<file path="src/slcan_rm_pkg.sv">
// Shared types and constants for the SLCAN response matcher.
// Used by the channel interfaces and the top level; depends on nothing.
package slcan_rm_pkg;

  // Character codes the line parser looks for.
  localparam logic [7:0] CHAR_T    = 8'h74;  // 't'
  localparam logic [7:0] CHAR_CR   = 8'h0D;  // carriage return
  localparam logic [7:0] CHAR_ZERO = 8'h30;  // '0'

  // Line layout: 't', three id digits, one length digit, then data digits.
  localparam int unsigned HDR_LEN        = 5;
  localparam int unsigned MAX_DATA_BYTES = 8;
  localparam int unsigned POS_W          = 5;
  localparam logic [POS_W-1:0] POS_MAX   = '1;

  // Configuration register byte addresses.
  localparam logic [2:0] REG_RESPONSE_ID      = 3'd0;
  localparam logic [2:0] REG_RESPONSE_COMMAND = 3'd4;

  // One received character.
  typedef struct packed {
    logic [7:0] rx_byte;
    logic       clear_line;
  } in_word_t;

  // One parsed line.
  typedef struct packed {
    logic        frame_ok;
    logic        matched;
    logic [11:0] frame_id;
    logic [3:0]  data_len;
    logic [7:0]  byte0;
    logic [7:0]  byte1;
    logic [7:0]  byte2;
    logic [7:0]  byte3;
    logic [7:0]  byte4;
    logic [7:0]  byte5;
    logic [7:0]  byte6;
    logic [7:0]  byte7;
  } out_word_t;

endpackage

</file>
<file path="src/slcan_rm_if.sv">
// Valid/ready channel interfaces for the SLCAN response matcher.
// Depends on slcan_rm_pkg for the word types.
interface slcan_rm_in_if;
  logic                  valid;
  logic                  ready;
  slcan_rm_pkg::in_word_t data;

  modport source (output valid, output data, input ready);
  modport sink   (input valid, input data, output ready);
endinterface

interface slcan_rm_out_if;
  logic                   valid;
  logic                   ready;
  slcan_rm_pkg::out_word_t data;

  modport source (output valid, output data, input ready);
  modport sink   (input valid, input data, output ready);
endinterface

</file>
<file path="src/slcan_response_matcher.sv">
// SLCAN line parser: gathers received characters into lines and reports
// each carriage-return-terminated line as a parsed frame with a match flag.
// Depends on slcan_rm_pkg and the channel interfaces in slcan_rm_if.sv.
//
//   channel | direction | content
//   --------+-----------+---------------------------------------------
//   rx      | in        | one character word: rx_byte, clear_line
//   res     | out       | one frame word per carriage return
//   APB     | in        | response_id at 0x0, response_command at 0x4
//
// The line state updates at the accepting edge of a character, and a
// frame word lands in the output register at that same edge.
// A new character is taken every cycle while the output register is empty
// or being drained, so throughput is one character per clock.
// Characters that end no line give no word. Reset (rst, synchronous) clears
// both registers, out_valid and the line state but for the data bytes.
module slcan_response_matcher (
  input  logic                 clk,
  input  logic                 rst,
  slcan_rm_in_if.sink          rx,
  slcan_rm_out_if.source       res,
  input  logic                 psel,
  input  logic                 penable,
  input  logic                 pwrite,
  input  logic [2:0]           paddr,
  input  logic [31:0]          pwdata,
  output logic [31:0]          prdata,
  output logic                 pready
);

  // Configuration registers.
  logic [11:0] response_id;
  logic [7:0]  response_command;

  // Line state.
  logic [slcan_rm_pkg::POS_W-1:0] line_position;
  logic                           line_bad;
  logic [11:0]                    id_accumulator;
  logic [3:0]                     length_held;
  logic [3:0]                     high_nibble;
  logic [7:0]                     data_store [8];

  // Output register.
  logic                    out_valid;
  slcan_rm_pkg::out_word_t out_word;

  logic accept;
  logic is_cr;

  // Hex digit decode: bit 4 flags a legal digit.
  function automatic logic [4:0] hex_decode(input logic [7:0] c);
    logic [4:0] r;
    r = 5'd0;
    if (c >= 8'h30 && c <= 8'h39) begin
      r = {1'b1, c[3:0]};
    end else if ((c >= 8'h41 && c <= 8'h46) || (c >= 8'h61 && c <= 8'h66)) begin
      r = {1'b1, c[3:0] + 4'd9};
    end
    return r;
  endfunction

  // APB access: always ready, register chosen by address bit 2.
  assign pready = 1'b1;
  always_comb begin
    case (paddr[2])
      slcan_rm_pkg::REG_RESPONSE_ID[2]: prdata = {20'd0, response_id};
      default:                          prdata = {24'd0, response_command};
    endcase
  end

  always_ff @(posedge clk) begin
    if (rst) begin
      response_id      <= 12'd0;
      response_command <= 8'd0;
    end else if (psel && penable && pwrite && pready) begin
      if (paddr[2] == slcan_rm_pkg::REG_RESPONSE_COMMAND[2]) begin
        response_command <= pwdata[7:0];
      end else begin
        response_id <= pwdata[11:0];
      end
    end
  end

  // Handshake: take a word whenever the output register is free or draining.
  assign rx.ready  = !out_valid || res.ready;
  assign accept    = rx.valid && rx.ready;
  assign is_cr     = (rx.data.rx_byte == slcan_rm_pkg::CHAR_CR);
  assign res.valid = out_valid;
  assign res.data  = out_word;

  // Per-character decode against the line state as seen after a clear.
  logic [slcan_rm_pkg::POS_W-1:0] pos_eff;
  logic                           bad_eff;
  logic [4:0]                     hex;
  logic [slcan_rm_pkg::POS_W-1:0] data_off;
  logic [5:0]                     data_end;
  logic                           len_digit_ok;
  logic                           bad_hit;
  logic                           frame_ok;
  logic [7:0]                     bytes_out [8];
  slcan_rm_pkg::out_word_t        word_next;

  always_comb begin
    pos_eff  = rx.data.clear_line ? '0 : line_position;
    bad_eff  = rx.data.clear_line ? 1'b0 : line_bad;
    hex      = hex_decode(rx.data.rx_byte);
    data_off = pos_eff - slcan_rm_pkg::POS_W'(slcan_rm_pkg::HDR_LEN);
    data_end = 6'(slcan_rm_pkg::HDR_LEN) + {1'b0, length_held, 1'b0};
    len_digit_ok = (rx.data.rx_byte >= slcan_rm_pkg::CHAR_ZERO) &&
                   (rx.data.rx_byte <= slcan_rm_pkg::CHAR_ZERO +
                                       8'(slcan_rm_pkg::MAX_DATA_BYTES));
    // The character fails the check that its place in the line calls for.
    if (bad_eff) begin
      bad_hit = 1'b0;
    end else if (pos_eff == '0) begin
      bad_hit = (rx.data.rx_byte != slcan_rm_pkg::CHAR_T);
    end else if (pos_eff < 5'd4) begin
      bad_hit = !hex[4];
    end else if (pos_eff == 5'd4) begin
      bad_hit = !len_digit_ok;
    end else if ({1'b0, pos_eff} < data_end) begin
      bad_hit = !hex[4];
    end else begin
      bad_hit = 1'b0;
    end
  end

  // Frame word built from the line state at a carriage return.
  always_comb begin
    frame_ok = !bad_eff &&
               ({1'b0, pos_eff} >= 6'(slcan_rm_pkg::HDR_LEN)) &&
               ({1'b0, pos_eff} >= data_end);
    for (int i = 0; i < 8; i++) begin
      bytes_out[i] = (frame_ok && (4'(i) < length_held)) ? data_store[i] : 8'd0;
    end
    word_next.frame_ok = frame_ok;
    word_next.matched  = frame_ok && (id_accumulator == response_id) &&
                         (length_held != 4'd0) && (data_store[0] == response_command);
    word_next.frame_id = frame_ok ? id_accumulator : 12'd0;
    word_next.data_len = frame_ok ? length_held : 4'd0;
    word_next.byte0    = bytes_out[0];
    word_next.byte1    = bytes_out[1];
    word_next.byte2    = bytes_out[2];
    word_next.byte3    = bytes_out[3];
    word_next.byte4    = bytes_out[4];
    word_next.byte5    = bytes_out[5];
    word_next.byte6    = bytes_out[6];
    word_next.byte7    = bytes_out[7];
  end

  // Line state update. A carriage return closes the line; any other
  // character advances the position and is checked by its place in the line.
  always_ff @(posedge clk) begin
    if (rst) begin
      line_position  <= '0;
      line_bad       <= 1'b0;
      id_accumulator <= 12'd0;
      length_held    <= 4'd0;
      high_nibble    <= 4'd0;
    end else if (accept) begin
      if (is_cr) begin
        line_position  <= '0;
        line_bad       <= 1'b0;
        id_accumulator <= 12'd0;
        length_held    <= 4'd0;
      end else begin
        line_position <= (pos_eff < slcan_rm_pkg::POS_MAX) ? pos_eff + 1'b1 : pos_eff;
        line_bad      <= bad_eff || bad_hit;
        if (rx.data.clear_line) begin
          id_accumulator <= 12'd0;
          length_held    <= 4'd0;
        end
        if (!bad_eff && !bad_hit) begin
          if ((pos_eff != '0) && (pos_eff < 5'd4)) begin
            id_accumulator <= {(rx.data.clear_line ? 8'd0 : id_accumulator[7:0]),
                               hex[3:0]};
          end else if (pos_eff == 5'd4) begin
            length_held <= rx.data.rx_byte[3:0];
          end else if ((pos_eff > 5'd4) && ({1'b0, pos_eff} < data_end) &&
                       !data_off[0]) begin
            high_nibble <= hex[3:0];
          end
        end
      end
    end
  end

  // Data bytes: the second digit of a pair completes the byte.
  always_ff @(posedge clk) begin
    if (accept && !is_cr && !bad_eff && (pos_eff > 5'd4) &&
        ({1'b0, pos_eff} < data_end) && hex[4] && data_off[0]) begin
      data_store[data_off[3:1]] <= {high_nibble, hex[3:0]};
    end
  end

  // Output register: loaded by a carriage return, emptied when taken.
  always_ff @(posedge clk) begin
    if (rst) begin
      out_valid <= 1'b0;
    end else if (accept) begin
      out_valid <= is_cr;
    end else if (res.ready) begin
      out_valid <= 1'b0;
    end
  end

  always_ff @(posedge clk) begin
    if (accept && is_cr) begin
      out_word <= word_next;
    end
  end

`ifndef SYNTH
  // A match is only ever reported on a well-formed frame.
  assert property (@(posedge clk) disable iff (rst)
    out_valid |-> (!out_word.matched || out_word.frame_ok))
    else $error("match flagged on a bad frame");

  // A bad frame carries no id, length or first byte.
  assert property (@(posedge clk) disable iff (rst)
    (out_valid && !out_word.frame_ok) |->
      (out_word.frame_id == 12'd0 && out_word.data_len == 4'd0 &&
       out_word.byte0 == 8'd0))
    else $error("bad frame carries payload");

  // Length never exceeds the data byte limit.
  assert property (@(posedge clk) disable iff (rst)
    out_valid |-> (out_word.data_len <= 4'(slcan_rm_pkg::MAX_DATA_BYTES)))
    else $error("length above limit");

  // A carriage return yields a word and restarts the line.
  assert property (@(posedge clk) disable iff (rst)
    (accept && is_cr) |=> (out_valid && line_position == '0 && !line_bad))
    else $error("carriage return not handled");
`endif

endmodule

</file>
<file path="src/flat_wrapper.sv">
// flat-port wrapper written by rule: the top's interface ports become plain ports
module slcan_response_matcher_flat 
  (clk, rst, psel, penable, pwrite, paddr, pwdata, prdata, pready, rx_valid, rx_data, rx_ready, res_valid, res_data, res_ready);
  slcan_rm_in_if rx_i ();
  slcan_rm_out_if res_i ();
  input  logic clk;
  input  logic rst;
  input  logic psel;
  input  logic penable;
  input  logic pwrite;
  input  logic [2:0] paddr;
  input  logic [31:0] pwdata;
  output logic [31:0] prdata;
  output logic pready;
  input wire logic [$bits(rx_i.valid)-1:0] rx_valid;
  input wire logic [$bits(rx_i.data)-1:0] rx_data;
  output wire logic [$bits(rx_i.ready)-1:0] rx_ready;
  output wire logic [$bits(res_i.valid)-1:0] res_valid;
  output wire logic [$bits(res_i.data)-1:0] res_data;
  input wire logic [$bits(res_i.ready)-1:0] res_ready;
  assign rx_i.valid = rx_valid;
  assign rx_i.data = rx_data;
  assign rx_ready = rx_i.ready;
  assign res_valid = res_i.valid;
  assign res_data = res_i.data;
  assign res_i.ready = res_ready;
  slcan_response_matcher u_core (.clk(clk), .rst(rst), .rx(rx_i), .res(res_i), .psel(psel), .penable(penable), .pwrite(pwrite), .paddr(paddr), .pwdata(pwdata), .prdata(prdata), .pready(pready));
endmodule
</file>
<file path="config.mk">
export PLATFORM = sky130hd
export DESIGN_NAME = slcan_response_matcher_flat
export DESIGN_NICKNAME = d
export VERILOG_FILES = /design/src/slcan_rm_pkg.sv /design/src/slcan_rm_if.sv /design/src/slcan_response_matcher.sv /design/src/flat_wrapper.sv
export SDC_FILE = /design/constraint.sdc
export NUM_CORES = 1
export LEC_CHECK = 0
export ABC_AREA = 1
export BUFFER_PORTS_ARGS = -buffer_cell sky130_fd_sc_hd__buf_2
export CORE_AREA = 4 4 95 164
export CTS_CLUSTER_SIZE = 30
export DETAILED_ROUTE_END_ITERATION = 16
export DIE_AREA = 0 0 99 168
export PLACE_DENSITY = 0.83
export SETUP_SLACK_MARGIN = 0.05
export SKIP_LAST_GASP = 1
export SYNTH_ARGS = -nofsm -noshare
export SYNTH_HDL_FRONTEND = slang
export SYNTH_SLANG_ARGS = --single-unit
</file>
<file path="constraint.sdc">
create_clock -name clk -period 9.65 [get_ports clk]
set_input_delay 1.4475 -clock clk [delete_from_list [all_inputs] [get_ports clk]]
set_output_delay 1.4475 -clock clk [all_outputs]
set_load 0.02 [all_outputs]
</file>
* Yosys cells after proc, flatten, opt, wreduce, memory -nomap -nowiden
Memory sizes are Yosys's and may differ from the RTL's. A register that Yosys moved wholly into a read port is not among the register bits.
Index checks and enable logic that the tools add are counted.
** Cells by class
- Add/subtract/negate cells :: 4
- Order comparisons :: 21
- Equality and inequality tests :: 5
- Muxes and demuxes :: 27
- Bitwise gates (word level) :: 4
- Reduce and logical (&&, ||, !) cells :: 55
** Operators by type and width (number)
- $mux W12 :: 5
- $logic_and A1 B1 Y1 :: 31
- $mux W5 :: 5
- $mux W4 :: 5
- $ge A8 B7 Y1 const B :: 2
- $le A8 B6 Y1 const B :: 2
- $le A8 B7 Y1 const B :: 2
- $lt A3 B4 Y1 const A :: 4
- $logic_not A1 Y1 :: 14
- $eq A12 B12 Y1 :: 1
- $mux W1 :: 11
- $eq A8 B4 Y1 const B :: 1
- $eq A8 B8 Y1 :: 1
- $ge A8 B6 Y1 const B :: 1
- $lt A1 B4 Y1 const A :: 2
- $lt A2 B4 Y1 const A :: 2
- $mux W8 :: 1
- $ne A8 B7 Y1 const B :: 1
- $add A3 B5 Y6 const A :: 1
- $ge A5 B6 Y1 :: 1
- $lt A5 B6 Y1 :: 1
- $reduce_and A6 Y1 :: 1
- $add A5 B1 Y5 const B :: 1
- $eq A5 B3 Y1 const B :: 1
- other kinds (13) :: 19
** Storage, ports and cells
- Register bits after elaboration :: 73
- RAM bits :: 64
- Output and inout port bits :: 117
- Word-level logic and storage cells :: 130
- Memories :: 1
** Memory list
- u_core.data_store :: depth 8, width 8, read ports 8, clocked after memory_dff 7, wr ports 1, RTL line slcan_response_matcher.sv:41 : logic [7:0] data_store [8];

* Depth between registers and ports, before layout
- Word-level depth :: 15
- Mapped depth :: 20
- Gate-level depth less buffers :: 18

* Worst setup path after synthesis
Ideal clock, no wire load.
- Kind :: input -> register
- Start :: input port rx_data[2]
- End :: register u_core.res.data[0] (netlist name)
- Library setup time :: 524 ps
- Data arrival time :: 5416 ps
- Required time :: 9126 ps
- Setup slack :: 3709 ps
- Cell stages on the path :: 6
- Cells stage by stage :: inv_1 > ha_1 > inv_1 > nor3_1 > nand3_1 > nor2_1
** Between the ends
- Word-level cells in the longest chain between the ends :: 2
** RTL lines
- start: declaration :: RTL line flat_wrapper.sv:16 : input wire logic [$bits(rx_i.data)-1:0] rx_data;
- $eq A8 B4 Y1 :: RTL line slcan_response_matcher.sv:87 : assign is_cr = (rx.data.rx_byte == slcan_rm_pkg::CHAR_CR);
- $logic_and A1 B1 Y1 :: RTL line slcan_response_matcher.sv:208 : if (accept && is_cr) begin
No other way between the ends.
A chain may end at the register's enable or synchronous reset.

* Final worst setup path
- Start :: input port rx_data[2]
- End :: memory u_core.data_store[2][4] (enable)
** Between the ends
- Word-level cells in the longest chain between the ends :: 10
** RTL lines
- parallel branches: the longest is 6 deep, another holds $ge A8 B7 Y1
- $logic_and A1 B1 Y1 (*) (2 in series) :: RTL line slcan_response_matcher.sv:191 : ({1'b0, pos_eff} < data_end) && hex[4] && data_off[0]) begin
- $mux W1 (*) :: RTL line slcan_response_matcher.sv:190 : if (accept && !is_cr && !bad_eff && (pos_eff > 5'd4) &&
- $mux W1 (not written as such) (*) :: RTL line slcan_response_matcher.sv:192 : data_store[data_off[3:1]] <= {high_nibble, hex[3:0]};
- end: declaration :: RTL line slcan_response_matcher.sv:41
Every way passes the cells marked *.

==> results.toml <==
[layout]
final_area_um2 = 9530
area_delta_synth_final_pct = 15.7
layout.nets = 994
diodes = 0
final_core_util_pct = 66.7
drive_above_1_share_pct = 18.6

[yosys]
ys_seq_area_share_pct = 64.6
yosys.area.top_type = "edfxtp_1"
synth-edff-count = 146
synth_area_um2 = 8240
synth_cells = 809
yosys_warnings = 0
synth_cell_type_count = 36
synth_most_common_cell = "edfxtp_1"
synthTopCellsByArea = "edfxtp_1, dfxtp_1, nand2_1"
avgSynthCellArea_um2 = 10.2
synth_common_cells = "edfxtp_1, nand2_1, nor2_1, inv_1, dfxtp_1"
yosysTopAreaCellShare_pct = 53.2
async_flop_share_pct = 0
synth_seq_cells = 193
ys.flop_type = "edfxtp_1"

[drt]
final_antenna_net_count = 0
drc = 0
wl_met3_mm = 1.02
avgViaCountPerCell = 5.15
wl_per_cell_um = 15.0
vias = 5793
route.met2.wl_mm = 9.16
drt_wl_total_mm = 16.8
dr.pass1.iters = 5
top_layer = "met4"
met1Wirelength_mm = 5.83
drt_iter0_drc = 386

[worst_setup_path]
cpMaxStageDelayCell = "nor2_1"
crit_required_ps = 9700
startpoint_type = "primary input"
path_class = "in2reg"
crit_chain = "buf_2 -> inv_1 -> ha_1 -> inv_1 -> nor3_1 -> nand3_1 -> nand3_1 -> inv_1 -> nand3_1 -> nor3_1 -> nand2_1 -> nor2_1"
critical_path.max_stage_delay_ps = 620
rr_worst_depth = 12
crit_fanout = 22
rr_startpoint = "u_core.length_held[1]$_SDFFE_PP0P_"
worstSetupPathDepth = 12
path_delay_family = "simple AND/OR/NAND/NOR gates"
worstPathBufferInverterCount = 4
worstPathArrival_ps = 4050
cp-end-kind = "flip-flop"
worstSetupStartpoint = "rx_data[2]"

[floorplan]
die_x_um = 99
rows = 58
die_h_um = 168
ios = 168
start_util_pct = 57.6
core_area_um2 = 14300
fp.dieArea_um2 = 16600

[placed_design]
dp_hpwl_mm = 11.8
gp_congestion = 0.861
placed_area_um2 = 8920
io_buffers = 124

[clock_tree]
cts.sinks = 193
htreeDepth = 4
numCtsBuffers = 17
holdBufCountCts = 0
cts.repair.resized = 0
cts_tree = "built"
cts_setup_buffers = 0
clock_latency_ps = 430
cts_root_buf = "clkbuf_16"
cts_max_path_buffers = 2
clk_pin_slew_worst_paths_ps = 70

[power]
powerDensity_nw_per_um2 = 173
leakage_nw = 3.93
peakVddDrop_uv = 126

[global_routing]
grt_max_degree = 84
grt_first_pass_wirelength_mm = 26.3
grt_pass1_vias = 5562
grt_overflow = 0
grtUsageTotal_pct = 20.3
antenna_found_initial = 0

[sta]
fin_setup_tns_ps = 0
layout_min_cycle_time_ps = 4000
slew_violations = 0
finalSetupViolCount = 0
final.period_utilization_pct = 41.5
max_slew.worst_pin.slew_ps = 1180
fmax_mhz = 250
clock_skew_ps = 12.0
rsz0062_at_grt = "false"
holdWs_ps = 468
max_slew_margin_pct = 21.1
hold_viol_final = 0

[run]
maxCapViolations = 0

[worst_hold_path]
hp-start = "u_core.line_position[4]$_SDFFE_PP0P_"
worstHoldPathCells = 2
hold_path.class = "reg2reg"

[status]
status = "completed"
[report_power, final]
part	leakage (nW)	internal (mW)	switching [mW]
sequential	1.54	0.886	0.00397
clock	0.292	0.353	0.345
combinational	2.10	0.0162	0.0459
total	3.93	1.25	0.395
[area by class of cell]
cell class | count | area (um2)
Fill cell | 1064 | 4770
Clock buffer | 17 | 425
Multi-Input combinational cell | 466 | 2250
Timing Repair Buffer | 125 | 628
Tap cell | 180 | 225
Inverter | 128 | 483
Clock inverter | 15 | 188
Sequential cell | 193 | 5330
[tightest hold or removal path, stage by stage, from the launching register on]
cell and delay [ps]:
dfxtp_1 310, nand2_1 60, a21oi_1 60
[flip-flops by register name, summed over array words and instances, names as in the netlist]
name and flops:
u_core.res.data 82, u_core.length_held 4, u_core.id_accumulator 12, u_core.data_store 64, u_core.line_position 5, u_core.high_nibble 4
u_core.response_command 8, u_core.res.valid 1, u_core.response_id 12, u_core.line_bad 1
[worst paths after layout]
check	end	slack (ps)
max	u_core.data_store[2][4]$_DFFE_PP_	5650
min	u_core.line_position[4]$_SDFFE_PP0P_	470
min reg2reg	u_core.line_position[4]$_SDFFE_PP0P_	470
max reg2reg	u_core.data_store[2][4]$_DFFE_PP_	6550
[logic make-up after synthesis]
logic type               count (synthesis)  synth area share (%)
AND/OR/NAND/NOR                        343                  17.8
XOR/XNOR                                20                  2.13
buffers and inverters                  169                  8.96
adder cells (fa/ha/maj)                 12                  1.82
flip-flops                             193                  64.6
other                                    2                0.0912
AO/OA/AOI/OAI                           70                  4.54
[metal layers]
layer / vias to the layer above / track usage, %
li1: 2832 / -
met1: 2679 / 20.3
met2: 219 / 37.8
met3: 63 / 3.65
met4: 0 / 12.5
met5: - / 0
[through the flow]
step	worst slack [ps]	cells	total power, mW
2_1_floorplan	3710	828	0.958
3_3_place_gp	5310	1092	0.969
3_5_place_dp	5240	1092	0.970
4_1_cts	5660	1124	1.66
5_1_grt	5380	1124	1.70
6_report	5650	1124	1.65
[layout by cell type (no fill, tap or decap), drive strengths merged]
master	instances
o21a	1
ha	12
nand3b	2
clkinvlp	1
nor2	139
a21oi	34
inv	133
nor3	5
clkinv	9
clkbuf	17
a211oi	3
xor2	8
o31ai	1
o21ai	30
nand4	20
nand2	138
buf	125
o21bai	1
nor4	4
xnor2	12
dfxtp	47
conb	21
edfxtp	146
nand3	35
No activity file was read; power rests on OpenSTA's default activity.
